**config.mk**
```make
export PLATFORM = sky130hd
export DESIGN_NAME = utf8_byte_stream_decoder_core
export DESIGN_NICKNAME = d
export VERILOG_FILES = /design/src/sv/utf8d_pkg.sv /design/src/sv/utf8d_front.sv /design/src/sv/utf8d_queue.sv /design/src/sv/utf8d_back.sv /design/src/sv/utf8_byte_stream_decoder_core.sv
export VERILOG_INCLUDE_DIRS = /design/src /design/src/sv
export SDC_FILE = /design/constraint.sdc
export NUM_CORES = 1
export LEC_CHECK = 0
export BUFFER_PORTS_ARGS = -buffer_cell sky130_fd_sc_hd__buf_2
export CORE_UTILIZATION = 50
export DETAILED_ROUTE_END_ITERATION = 8
export PLACE_DENSITY = 0.75
export SLEW_MARGIN = 20
export SYNTH_ARGS = -nofsm -noshare
export SYNTH_HDL_FRONTEND = slang
export SYNTH_SLANG_ARGS = --single-unit
export TNS_END_PERCENT = 10
```
**constraint.sdc**
```tcl
create_clock -name i_clk -period 3.9 [get_ports i_clk]
set_clock_uncertainty 0.05 [all_clocks]
set_input_delay 0.39 -clock i_clk [delete_from_list [all_inputs] [get_ports i_clk]]
set_output_delay 0.39 -clock i_clk [all_outputs]
set_load 0.01 [all_outputs]
```
**src/sv/assert_macros.svh**
```systemverilog
// Assertion macros shared by the decoder modules.
`ifndef ASSERT_MACROS_SVH
`define ASSERT_MACROS_SVH

`ifndef NO_ASSERTIONS

// Checked at each rising edge, switched off while reset is held.
`define ASSERT_CLK(lbl, clk, rst_n, prop, msg) \
    lbl: assert property (@(posedge clk) disable iff (!rst_n) prop) else $error(msg);

// Checked at each rising edge, reset included.
`define ASSERT_ALWAYS(lbl, clk, prop, msg) \
    lbl: assert property (@(posedge clk) prop) else $error(msg);

`else

`define ASSERT_CLK(lbl, clk, rst_n, prop, msg)
`define ASSERT_ALWAYS(lbl, clk, prop, msg)

`endif

`endif

```
**src/sv/utf8d_pkg.sv**
```systemverilog
// Types and constants shared by the UTF-8 decoder modules.
`timescale 1ns / 1ps
`default_nettype none

package utf8d_pkg;

    localparam int unsigned UTF8D_QUEUE_DEPTH = 4;
    localparam int unsigned CP_W = 21;

    typedef enum logic [1:0] {
        ST_VALID   = 2'd0,
        ST_INVALID = 2'd1,
        ST_END     = 2'd2
    } t_status;

    // One command per input byte that yields results: a burst of invalid
    // marks followed by an optional final result.
    typedef struct packed {
        logic [1:0]      n_inv;
        logic            has_tail;
        t_status         tail_status;
        logic [CP_W-1:0] tail_cp;
    } t_cmd;

    // Queue state as seen by the back end.
    typedef struct packed {
        logic valid;
        t_cmd cmd;
    } t_head;

endpackage

`default_nettype wire

```
**src/sv/utf8d_front.sv**
```systemverilog
// Front end: accepts bytes, tracks the open sequence and classifies each byte.
`timescale 1ns / 1ps
`default_nettype none

module utf8d_front (
    input  wire logic            i_clk,
    input  wire logic            i_rst_n,
    input  wire logic            i_s_tvalid,
    output logic                 o_s_tready,
    input  wire logic [7:0]      i_s_tdata,
    input  wire logic            i_full,
    output logic                 o_push,
    output utf8d_pkg::t_cmd      o_cmd
);
    import utf8d_pkg::*;

    logic [1:0]      r_need;
    logic [1:0]      r_held;
    logic [CP_W-1:0] r_pp;
    logic [1:0]      n_need;
    logic [1:0]      n_held;
    logic [CP_W-1:0] n_pp;

    logic            w_accept;
    logic [7:0]      w_b;
    logic            w_id_tail;
    t_status         w_id_st;
    logic [CP_W-1:0] w_id_cp;
    logic [1:0]      w_id_need;
    logic [CP_W-1:0] w_id_pp;
    logic [CP_W-1:0] w_gath;
    t_cmd            w_cmd;

    assign w_b        = i_s_tdata;
    assign o_s_tready = !i_full;
    assign w_accept   = i_s_tvalid && o_s_tready;

    // How a byte acts when no sequence is open.
    always_comb begin
        w_id_tail = 1'b0;
        w_id_st   = ST_VALID;
        w_id_cp   = '0;
        w_id_need = 2'd0;
        w_id_pp   = '0;
        if (w_b == 8'h00) begin
            w_id_tail = 1'b1;
            w_id_st   = ST_END;
        end else if (!w_b[7]) begin
            w_id_tail = 1'b1;
            w_id_cp   = {{(CP_W-8){1'b0}}, w_b};
        end else if (w_b[7:5] == 3'b110) begin
            w_id_need = 2'd1;
            w_id_pp   = {{(CP_W-5){1'b0}}, w_b[4:0]};
        end else if (w_b[7:4] == 4'b1110) begin
            w_id_need = 2'd2;
            w_id_pp   = {{(CP_W-4){1'b0}}, w_b[3:0]};
        end else if (w_b[7:3] == 5'b11110) begin
            w_id_need = 2'd3;
            w_id_pp   = {{(CP_W-3){1'b0}}, w_b[2:0]};
        end else begin
            w_id_tail = 1'b1;
            w_id_st   = ST_INVALID;
        end
    end

    assign w_gath = {r_pp[CP_W-7:0], w_b[5:0]};

    always_comb begin
        w_cmd.n_inv       = 2'd0;
        w_cmd.has_tail    = w_id_tail;
        w_cmd.tail_status = w_id_st;
        w_cmd.tail_cp     = w_id_cp;
        n_need            = w_id_need;
        n_held            = 2'd0;
        n_pp              = w_id_pp;
        if (r_need != 2'd0) begin
            if (w_b[7:6] == 2'b10) begin
                if (r_need == 2'd1) begin
                    w_cmd.has_tail    = 1'b1;
                    w_cmd.tail_status = ST_VALID;
                    w_cmd.tail_cp     = w_gath;
                    n_need            = 2'd0;
                    n_held            = 2'd0;
                    n_pp              = '0;
                end else begin
                    w_cmd.has_tail = 1'b0;
                    n_need         = r_need - 2'd1;
                    n_held         = r_held + 2'd1;
                    n_pp           = w_gath;
                end
            end else begin
                // Broken sequence: the lead and each held continuation are
                // reported invalid, then the byte is taken as a fresh lead.
                w_cmd.n_inv = 2'd1 + ((r_held > 2'd2) ? 2'd2 : r_held);
            end
        end
    end

    assign o_cmd  = w_cmd;
    assign o_push = w_accept && ((w_cmd.n_inv != 2'd0) || w_cmd.has_tail);

    always_ff @(posedge i_clk) begin
        if (!i_rst_n) begin
            r_need <= 2'd0;
            r_held <= 2'd0;
            r_pp   <= '0;
        end else if (w_accept) begin
            r_need <= n_need;
            r_held <= n_held;
            r_pp   <= n_pp;
        end
    end

endmodule

`default_nettype wire

```
**src/sv/utf8d_queue.sv**
```systemverilog
// Command queue between the front and back ends.
`timescale 1ns / 1ps
`default_nettype none
`include "assert_macros.svh"

module utf8d_queue #(
    parameter int unsigned DEPTH = utf8d_pkg::UTF8D_QUEUE_DEPTH
) (
    input  wire logic            i_clk,
    input  wire logic            i_rst_n,
    input  wire logic            i_push,
    input  wire utf8d_pkg::t_cmd i_cmd,
    input  wire logic            i_pop,
    output logic                 o_full,
    output utf8d_pkg::t_head     o_head
);
    import utf8d_pkg::*;

    localparam int unsigned PTR_W = (DEPTH > 1) ? $clog2(DEPTH) : 1;
    localparam int unsigned CNT_W = $clog2(DEPTH + 1);
    localparam logic [PTR_W-1:0] LAST_PTR = PTR_W'(DEPTH - 1);
    localparam logic [CNT_W-1:0] FULL_CNT = CNT_W'(DEPTH);

    t_cmd             r_entry [DEPTH];
    logic [PTR_W-1:0] r_wr_ptr;
    logic [PTR_W-1:0] r_rd_ptr;
    logic [CNT_W-1:0] r_count;
    logic             w_do_pop;

    assign o_full       = (r_count == FULL_CNT);
    assign o_head.valid = (r_count != '0);
    assign o_head.cmd   = r_entry[r_rd_ptr];
    assign w_do_pop     = i_pop && o_head.valid;

    always_ff @(posedge i_clk) begin
        if (i_push) begin
            r_entry[r_wr_ptr] <= i_cmd;
        end
    end

    always_ff @(posedge i_clk) begin
        if (!i_rst_n) begin
            r_wr_ptr <= '0;
            r_rd_ptr <= '0;
            r_count  <= '0;
        end else begin
            if (i_push) begin
                r_wr_ptr <= (r_wr_ptr == LAST_PTR) ? '0 : r_wr_ptr + 1'b1;
            end
            if (w_do_pop) begin
                r_rd_ptr <= (r_rd_ptr == LAST_PTR) ? '0 : r_rd_ptr + 1'b1;
            end
            if (i_push && !w_do_pop) begin
                r_count <= r_count + 1'b1;
            end else if (!i_push && w_do_pop) begin
                r_count <= r_count - 1'b1;
            end
        end
    end

    `ASSERT_CLK(a_no_push_full, i_clk, i_rst_n, !(i_push && o_full), "push into full queue")
    `ASSERT_CLK(a_count_range, i_clk, i_rst_n, r_count <= FULL_CNT, "queue count out of range")
    `ASSERT_CLK(a_count_up, i_clk, i_rst_n, (i_push && !w_do_pop) |=> (r_count == $past(r_count) + 1'b1), "queue count did not grow")

endmodule

`default_nettype wire

```
**src/sv/utf8d_back.sv**
```systemverilog
// Back end: expands queued commands into result items, one per cycle while the receiver is ready.
`timescale 1ns / 1ps
`default_nettype none
`include "assert_macros.svh"

module utf8d_back (
    input  wire logic             i_clk,
    input  wire logic             i_rst_n,
    input  wire utf8d_pkg::t_head i_head,
    output logic                  o_pop,
    output logic                  o_m_tvalid,
    input  wire logic             i_m_tready,
    output logic [23:0]           o_m_tdata,
    output logic [1:0]            o_m_tuser,
    output logic                  o_m_tlast
);
    import utf8d_pkg::*;

    logic            r_valid;
    logic [1:0]      r_sub;
    logic [CP_W-1:0] r_cp;
    t_status         r_st;
    logic            r_last;

    logic            w_adv;
    logic            w_take;
    logic            w_in_burst;
    t_status         w_st;
    logic [CP_W-1:0] w_cp;
    logic            w_last;

    assign w_adv      = !r_valid || i_m_tready;
    assign w_take     = w_adv && i_head.valid;
    assign w_in_burst = (r_sub < i_head.cmd.n_inv);

    always_comb begin
        if (w_in_burst) begin
            w_st   = ST_INVALID;
            w_cp   = '0;
            w_last = (r_sub == i_head.cmd.n_inv - 2'd1) && !i_head.cmd.has_tail;
        end else begin
            w_st   = i_head.cmd.tail_status;
            w_cp   = i_head.cmd.tail_cp;
            w_last = 1'b1;
        end
    end

    assign o_pop = w_take && w_last;

    always_ff @(posedge i_clk) begin
        if (!i_rst_n) begin
            r_valid <= 1'b0;
            r_sub   <= 2'd0;
        end else if (w_adv) begin
            r_valid <= i_head.valid;
            if (w_take) begin
                r_sub <= w_last ? 2'd0 : r_sub + 2'd1;
            end
        end
    end

    always_ff @(posedge i_clk) begin
        if (w_take) begin
            r_cp   <= w_cp;
            r_st   <= w_st;
            r_last <= w_last;
        end
    end

    assign o_m_tvalid = r_valid;
    assign o_m_tdata  = {{(24-CP_W){1'b0}}, r_cp};
    assign o_m_tuser  = r_st;
    assign o_m_tlast  = r_last;

    `ASSERT_CLK(a_cp_zero, i_clk, i_rst_n, (r_valid && r_st != ST_VALID) |-> (r_cp == '0), "code point set on a mark")
    `ASSERT_CLK(a_sub_bound, i_clk, i_rst_n, i_head.valid |-> (w_in_burst || i_head.cmd.has_tail), "result index past command")
    `ASSERT_CLK(a_sub_idle, i_clk, i_rst_n, !i_head.valid |-> (r_sub == 2'd0), "result index left over")

endmodule

`default_nettype wire

```
**src/sv/utf8_byte_stream_decoder_core.sv**
```systemverilog
// Top level of the UTF-8 byte stream decoder.
//
//  port group   dir  contents
//  i_s_*        in   one text byte per item (tdata[7:0])
//  o_m_*        out  code point (tdata[20:0]), status (tuser[1:0]), tlast
//
// A byte enters every cycle unless the command queue is full; the front end
// decides its results in the same cycle and queues them as one command. The
// back end emits one result per cycle while the receiver is ready, so a
// broken sequence that yields up to four results holds the output, absorbed
// by the QUEUE_DEPTH command queue. Results are registered in the queue and
// again at the back end output. Reset is synchronous and needs no clearing pass.
`timescale 1ns / 1ps
`default_nettype none

module utf8_byte_stream_decoder_core #(
    parameter int unsigned QUEUE_DEPTH = utf8d_pkg::UTF8D_QUEUE_DEPTH
) (
    input  wire logic        i_clk,
    input  wire logic        i_rst_n,
    input  wire logic        i_s_tvalid,
    output logic             o_s_tready,
    input  wire logic [7:0]  i_s_tdata,   // [7:0] in_byte
    output logic             o_m_tvalid,
    input  wire logic        i_m_tready,
    output logic [23:0]      o_m_tdata,   // [20:0] code_point, [23:21] zero
    output logic [1:0]       o_m_tuser,   // [1:0] status
    output logic             o_m_tlast
);
    import utf8d_pkg::*;

    logic  w_push;
    t_cmd  w_cmd;
    logic  w_full;
    logic  w_pop;
    t_head w_head;

    utf8d_front u_front (
        .i_clk      (i_clk),
        .i_rst_n    (i_rst_n),
        .i_s_tvalid (i_s_tvalid),
        .o_s_tready (o_s_tready),
        .i_s_tdata  (i_s_tdata),
        .i_full     (w_full),
        .o_push     (w_push),
        .o_cmd      (w_cmd)
    );

    utf8d_queue #(
        .DEPTH (QUEUE_DEPTH)
    ) u_queue (
        .i_clk   (i_clk),
        .i_rst_n (i_rst_n),
        .i_push  (w_push),
        .i_cmd   (w_cmd),
        .i_pop   (w_pop),
        .o_full  (w_full),
        .o_head  (w_head)
    );

    utf8d_back u_back (
        .i_clk      (i_clk),
        .i_rst_n    (i_rst_n),
        .i_head     (w_head),
        .o_pop      (w_pop),
        .o_m_tvalid (o_m_tvalid),
        .i_m_tready (i_m_tready),
        .o_m_tdata  (o_m_tdata),
        .o_m_tuser  (o_m_tuser),
        .o_m_tlast  (o_m_tlast)
    );

endmodule

`default_nettype wire

```
==> results of run 1 <==
[path summary, 6_finish.rpt]
path                            startpoint                              end  slack (ns)  cells after the start
max                               register  u_queue.r_count[2]$_SDFFE_PN0P_        0.65                     13
min                             i_m_tready   u_back.o_m_tvalid$_SDFFE_PN0N_        0.19                      4
max reg2reg                       register  u_queue.r_count[2]$_SDFFE_PN0P_        0.65                     13
min reg2reg  u_front.r_pp[14]$_SDFFE_PN0P_    u_front.r_pp[14]$_SDFFE_PN0P_        0.40                      2
[power by group]
part / leakage (nW) / internal (mW) / switching, mW / total [mW]
clock network: 0.257 / 0.873 / 0.619 / 1.49
registers: 1.47 / 2.18 / 0.0789 / 2.26
logic: 0.809 / 0.535 / 0.677 / 1.21
[through the flow]
step | setup WS [ns] | hold WS (ns) | instance area [sq um]
after detailed placement | 0.651 | 0.390 | 6750
after global routing | 0.432 | 0.212 | 7290
final | 0.649 | 0.190 | 7290
after global placement | 0.798 | 0.387 | 6750
after floorplan | 0.693 | 0.377 | 6370
after CTS | 0.628 | 0.185 | 7290
[worst register-to-register path, stage by stage (launching register included)]
cell	delay, ns
dfxtp_1	0.39
mux4_2	0.55
inv_1	0.07
ha_1	0.24
a21oi_2	0.15
a21boi_2	0.31
inv_1	0.10
nand2_1	0.08
ha_1	0.17
inv_1	0.06
fa_1	0.37
xor2_1	0.17
or3_1	0.30
a21oi_1	0.15
[logic make-up (layout without fill, tap and decap cells)]
kind of cell / Yosys count / in the layout
other: 1 / 3
flip-flops: 159 / 159
AND/OR/NAND/NOR: 116 / 116
buffers and inverters: 39 / 97
AO/OA/AOI/OAI: 45 / 45
adder cells (fa/ha/maj): 13 / 13
XOR/XNOR: 3 / 3
multiplexers: 29 / 29
[layout make-up]
type                    instances  area share
clock buffers                  21      0.0604
clock inverters                11      0.0130
inverters                      17     0.00876
multi-input cells             209       0.240
flip-flops and latches        159       0.613
well taps                     168      0.0288
repair buffers                 48      0.0367
[sequential cells by signal (all words and copies together), names as in the netlist, named ones only]
name,cells
u_front.r_held,2
u_back.o_m_tuser,2
u_queue.r_count,3
u_back.o_m_tvalid,1
u_front.r_pp,15
u_back.r_sub,2
u_front.r_need,2
u_queue.r_rd_ptr,2
u_back.o_m_tlast,1
u_back.r_cp,21
u_queue.r_entry,104
u_queue.r_wr_ptr,2
[placed cells by master, fill, tap and decap left out, drive strengths merged, types with 2 or more instances in the layout]
| cell | n |
|---|---|
| clkinv | 6 |
| nor3 | 6 |
| nand2b | 2 |
| conb | 3 |
| or4 | 3 |
| a21oi | 28 |
| xor2 | 2 |
| dfxtp | 31 |
| clkinvlp | 3 |
| nor2b | 23 |
| clkbuf | 21 |
| o21ai | 6 |
| a211oi | 2 |
| nand3 | 15 |
| mux2i | 3 |
| nor2 | 10 |
| edfxtp | 128 |
| buf | 48 |
| and2 | 25 |
| ha | 12 |
| nand2 | 24 |
| o211ai | 2 |
| mux4 | 26 |
| inv | 18 |
[per-layer routing]
metal  track usage  part of all wire  vias to the layer above
met2         0.320              0.52                       93
met3        0.0427             0.042                       19
met1         0.216              0.41                     1692
met5             0                 0                        -
li1              -                 -                     1594
met4         0.101             0.026                        0
==> impl_metrics.tcl, run 1 <==
set metrics [dict create \
    synth.avg_cell_area_sq_um 15.7 \
    async_reset_ff_frac 0 \
    critPathCaptureType "register" \
    diodes 0 \
    avgViaCountPerCell 5.37 \
    setup_violations 0 \
    numCtsBuffers 17 \
    ctsRootBufferMaster "clkbuf_16" \
    utilization 0.597 \
    die_h_microns 115 \
    final-seq-area_sq_um 4460 \
    period_share 0.834 \
    yosys_most_used_dff "edfxtp_1" \
    drive_gt1_frac 0.228 \
    synth_top_cell_by_area "edfxtp_1" \
    num-nets-final 477 \
    multi_input_area_sq_um 1750 \
    fin_crit_ns 3.25 \
    synth_xor_area_frac 0.00630 \
    crit_path_start_kind "register" \
    synth_mux_area_frac 0.0986 \
    io_pins 41 \
    vias 3398 \
    yosysTopAreaCellShare 0.604 \
    path_class "reg2reg" \
    antenna_left 0 \
    die_w_microns 115 \
    synth_top_family_by_area "simple AND/OR/NAND/NOR gates" \
    status "finished, final reports clean" \
    ys_ff_latch 159 \
    initial_core_util 0.521 \
    yosys_warnings 0 \
    syn2layout_area_growth_pct 14.6 \
    setup_tns_ns 0 \
    track_usage 0.185 \
    synth_edf_count 128 \
    dr.pass1.iters 4 \
    hpwl_mm 6.47 \
    irDropWorstVdd_mv 0.559 \
    nFillCells 940 \
    coreArea_sq_um 12200 \
    yosysMostFrequentCell "edfxtp_1" \
    yosys.area_share.simple 0.0988 \
    timing.final.max_slew_violations 0 \
    routedWlPerCell_microns 17.2 \
    cts_max_level 4 \
    arrival_ns 3.53 \
    clk_pin_slew_worst_paths_ns 0.06 \
    critPathMaxStageDelay_ns 0.55 \
    netlist_area_sq_um 6360 \
    tightest_slew_ns 0.899 \
    synthesis.instances 405 \
    synth_fa_ha_area_frac 0.0268 \
    clock-sinks 159 \
    drt-initial-drc-count 201 \
    rows 40 \
    p_total_mw 4.96 \
    yosysSeqAreaShare 0.702 \
    finalWirelength_mm 10.9 \
    ys_top_cells_by_count "edfxtp_1 (128), dfxtp_1 (31), a21oi_1 (28)" \
    clkLatencyLatePin_ns 0.42 \
    rsz0062_at_grt "false" \
    crit_fanout 7 \
    dp.cells 601 \
    synth.distinct_cells 44 \
    clockBufferDepth 2 \
    power_leakage_nw 2.54 \
    grt-ovfl-total 0 \
    synthTopCellsByArea "edfxtp_1 (60%), dfxtp_1 (9.8%), mux4_2 (8.1%)" \
    slew-limit-headroom 0.400 \
    cts_resized 0 \
    p_per_area_nw_per_um2 681 \
    path_buf_inv 3 \
    synth_compound_area_frac 0.0407 \
    tritoncts "yes" \
    hp-class "in2reg" \
    die-area_sq_um 13200 \
    port_buffers 37 \
    path_cells "mux4_2 > inv_1 > ha_1 > a21oi_2 > a21boi_2 > inv_1 > nand2_1 > ha_1 > inv_1 > fa_1 > xor2_1 > or3_1 > a21oi_1" \
    grt_max_degree 30 \
    postCtsHoldBufs 0 \
    cp.required_ns 4.18 \
    finalHoldViolCount 0 \
    antenna_found_initial 0 \
    place_congestion 0.790 \
    drv_cap 0 \
    grt_pass1_vias 3491 \
    grt_pass1_wl_mm 17.7 \
    slowest_stage "mux4_2" \
    crit_top_cell "inv_1" \
    cts_setup_buffers 0 \
    final_cells 633 \
    path_delay_family "adder cells" \
    route.detailed.drc 0 \
    fmax_mhz 308 \
]
Note: power is estimated with default switching activity, not from simulation.
==> run 2: changes to the inputs <==
Settings changed: ABC_AREA set to 1, PLACE_DENSITY 0.75 to 0.77.
Clock period 3.9 ns to 2.9 ns, I/O delays scaled along.
==> run 2 against run 1 <==
Net effect: first-iteration DRC count rose by 110%; cell area rose by 2.8%; non-clock buffer count up 2; sequential share of layout area down 1.6 points; core utilization decreased by 0.57 points; critical path type unchanged.
==> impl_metrics.tcl, run 2 <==
set metrics [dict create \
    status "finished, final reports clean" \
    path_class "reg2reg" \
    yosysTopAreaCellShare 0.587 \
    cp.required_ns 3.15 \
    initial_core_util 0.517 \
    ctsRootBufferMaster "clkbuf_16" \
    yosys_most_used_dff "edfxtp_1" \
    netlist_area_sq_um 6550 \
    vias 4304 \
    track_usage 0.203 \
    grt-ovfl-total 0 \
    arrival_ns 2.92 \
    synth_top_cell_by_area "edfxtp_1" \
    io_pins 41 \
    ys_ff_latch 159 \
    grt_pass1_vias 4053 \
    drv_cap 0 \
    hp-class "in2reg" \
    die_w_microns 116 \
    regMostFlops "u_queue.r_entry" \
    route.detailed.drc 0 \
    postPlaceCellArea_sq_um 6900 \
    finalHoldViolCount 0 \
    dp.cells 773 \
    async_reset_ff_frac 0 \
    port_buffers 37 \
    routedWlPerCell_microns 15.7 \
    numCtsBuffers 17 \
    hpwl_mm 7.51 \
    clockBufferDepth 2 \
    clkLatencyLatePin_ns 0.41 \
    clk_pin_slew_worst_paths_ns 0.06 \
    grt_pass1_wl_mm 20.1 \
    final_cells 806 \
    die_h_microns 116 \
    setup_violations 0 \
    fmax_mhz 373 \
    setup_tns_ns 0 \
    coreArea_sq_um 12700 \
    synthTopCellsByArea "edfxtp_1 (59%), dfxtp_1 (9.5%), nor2_1 (8.0%)" \
    num-nets-final 647 \
    largest_register_ffs 104 \
    place_congestion 0.960 \
    period_share 0.923 \
    diodes 0 \
    irDropWorstVdd_mv 0.444 \
    antenna_found_initial 0 \
    drt-initial-drc-count 428 \
    avgViaCountPerCell 5.34 \
    p_per_area_nw_per_um2 921 \
    finalWirelength_mm 12.6 \
    yosys_warnings 0 \
    clock-sinks 159 \
    most-common-layout-cells "nor2_1 (136), edfxtp_1 (128), o21ai_0 (55)" \
    rsz0062_at_grt "false" \
    rows 41 \
    drive_gt1_frac 0.170 \
    yosysSeqAreaShare 0.682 \
    layout_commonest_cell "nor2_1" \
    power_leakage_nw 2.76 \
    yosysMostFrequentCell "nor2_1" \
    tritoncts "yes" \
    synthesis.instances 577 \
    critPathCaptureType "register" \
    crit_path_start_kind "register" \
    tightest_slew_ns 0.840 \
    timing.final.max_slew_violations 0 \
    ys_top_cells_by_count "nor2_1 (140), edfxtp_1 (128), o21ai_0 (55)" \
    grt_max_degree 47 \
    syn2layout_area_growth_pct 14.4 \
    synth.avg_cell_area_sq_um 11.3 \
    reg_top3 "u_queue.r_entry (104), u_back.r_cp (21), u_front.r_pp (15)" \
    synth_edf_count 128 \
    dr.pass1.iters 5 \
    crit_fanout 7 \
    cts_max_level 4 \
    p_total_mw 6.89 \
    die-area_sq_um 13600 \
    synth.distinct_cells 39 \
    slew-limit-headroom 0.435 \
    utilization 0.591 \
    antenna_left 0 \
    fin_crit_ns 2.68 \
    stdcell_area_sq_um 7490 \
]
run 2: changes by cell type in the layout (fill, tap and decap cells not counted), moves of 11 or more:
| cell | delta |
|---|---|
| and2_1 | -25 |
| o21ai_0 | +50 |
| nor2_1 | +127 |
| nor2b_1 | -23 |
| inv_1 | +31 |
| mux4_2 | -23 |
| a22oi_1 | +11 |
run 2: where the power goes:
group	internal (mW)	switching [mW]	total, mW
Sequential	2.95	0.115	3.06
Clock	1.26	0.828	2.09
Combinational	0.560	1.18	1.74
Total	4.77	2.13	6.89
run 2: logic make-up after synthesis:
kind of cell | Yosys count | share of synthesized area
adders and majority gates | 13 | 0.0260
buffers and inverters | 81 | 0.0547
AOI/OAI and AO/OA | 115 | 0.0982
xor gates and xnor gates | 2 | 0.00268
and+or+nand+nor | 206 | 0.136
other | 1 | 0.000573
DFF | 159 | 0.682
run 2: through the flow:
stage               hold WS [ns]  setup slack (ns)
floorplan                  0.388             0.180
global placement           0.420             0.302
detailed placement         0.426             0.149
CTS                        0.108             0.138
global route               0.135            0.0437
finish                     0.129             0.223
run 2: area by class of cell:
type	instances	area, sq um
Fill cell	995	5180
Sequential cell	159	4470
Multi-Input combinational cell	339	1750
Clock buffer	21	440
Timing Repair Buffer	50	295
Tap cell	172	215
Inverter	55	206
Clock inverter	10	116
run 2: path summary, 6_finish.rpt:
check | start | endpoint | slack [ns] | depth (start not counted)
setup / recovery | register | u_queue.r_count[1]$_SDFFE_PN0P_ | 0.22 | 15
hold / removal | i_s_tdata[1] | u_front.r_pp[1]$_SDFFE_PN0P_ | 0.13 | 3
setup reg to reg | register | u_queue.r_count[1]$_SDFFE_PN0P_ | 0.22 | 15
hold reg to reg | u_back.r_sub[0]$_SDFFE_PN0P_ | u_back.r_sub[0]$_SDFFE_PN0P_ | 0.44 | 2
run 2: critical path, cell delays in order, from the launching register on:
cell and delay, ns:
dfxtp_4 0.36, buf_12 0.13, nand2_1 0.06, nand3_1 0.13, nand2_2 0.12, inv_1 0.04, ha_1 0.26, a21oi_1 0.16
nand3_2 0.13, nand2_4 0.11, nand2_2 0.06, ha_1 0.17, inv_1 0.10, fa_1 0.41, o21ai_0 0.21, a21oi_1 0.07
run 2: per-layer routing:
| layer | track usage | vias up | share of wire |
|---|---|---|---|
| met2 | 0.326 | 193 | 0.48 |
| met5 | 0 | - | 0 |
| met4 | 0.0923 | 0 | 0.025 |
| met3 | 0.0509 | 28 | 0.076 |
| li1 | - | 2066 | - |
| met1 | 0.262 | 2017 | 0.42 |
run 2: repair_timing:
action	in CTS	in global routing
hold buffers	0	0
endpoints found under the setup margin	0	2
gates resized for setup	0	1
buffers inserted	0	2
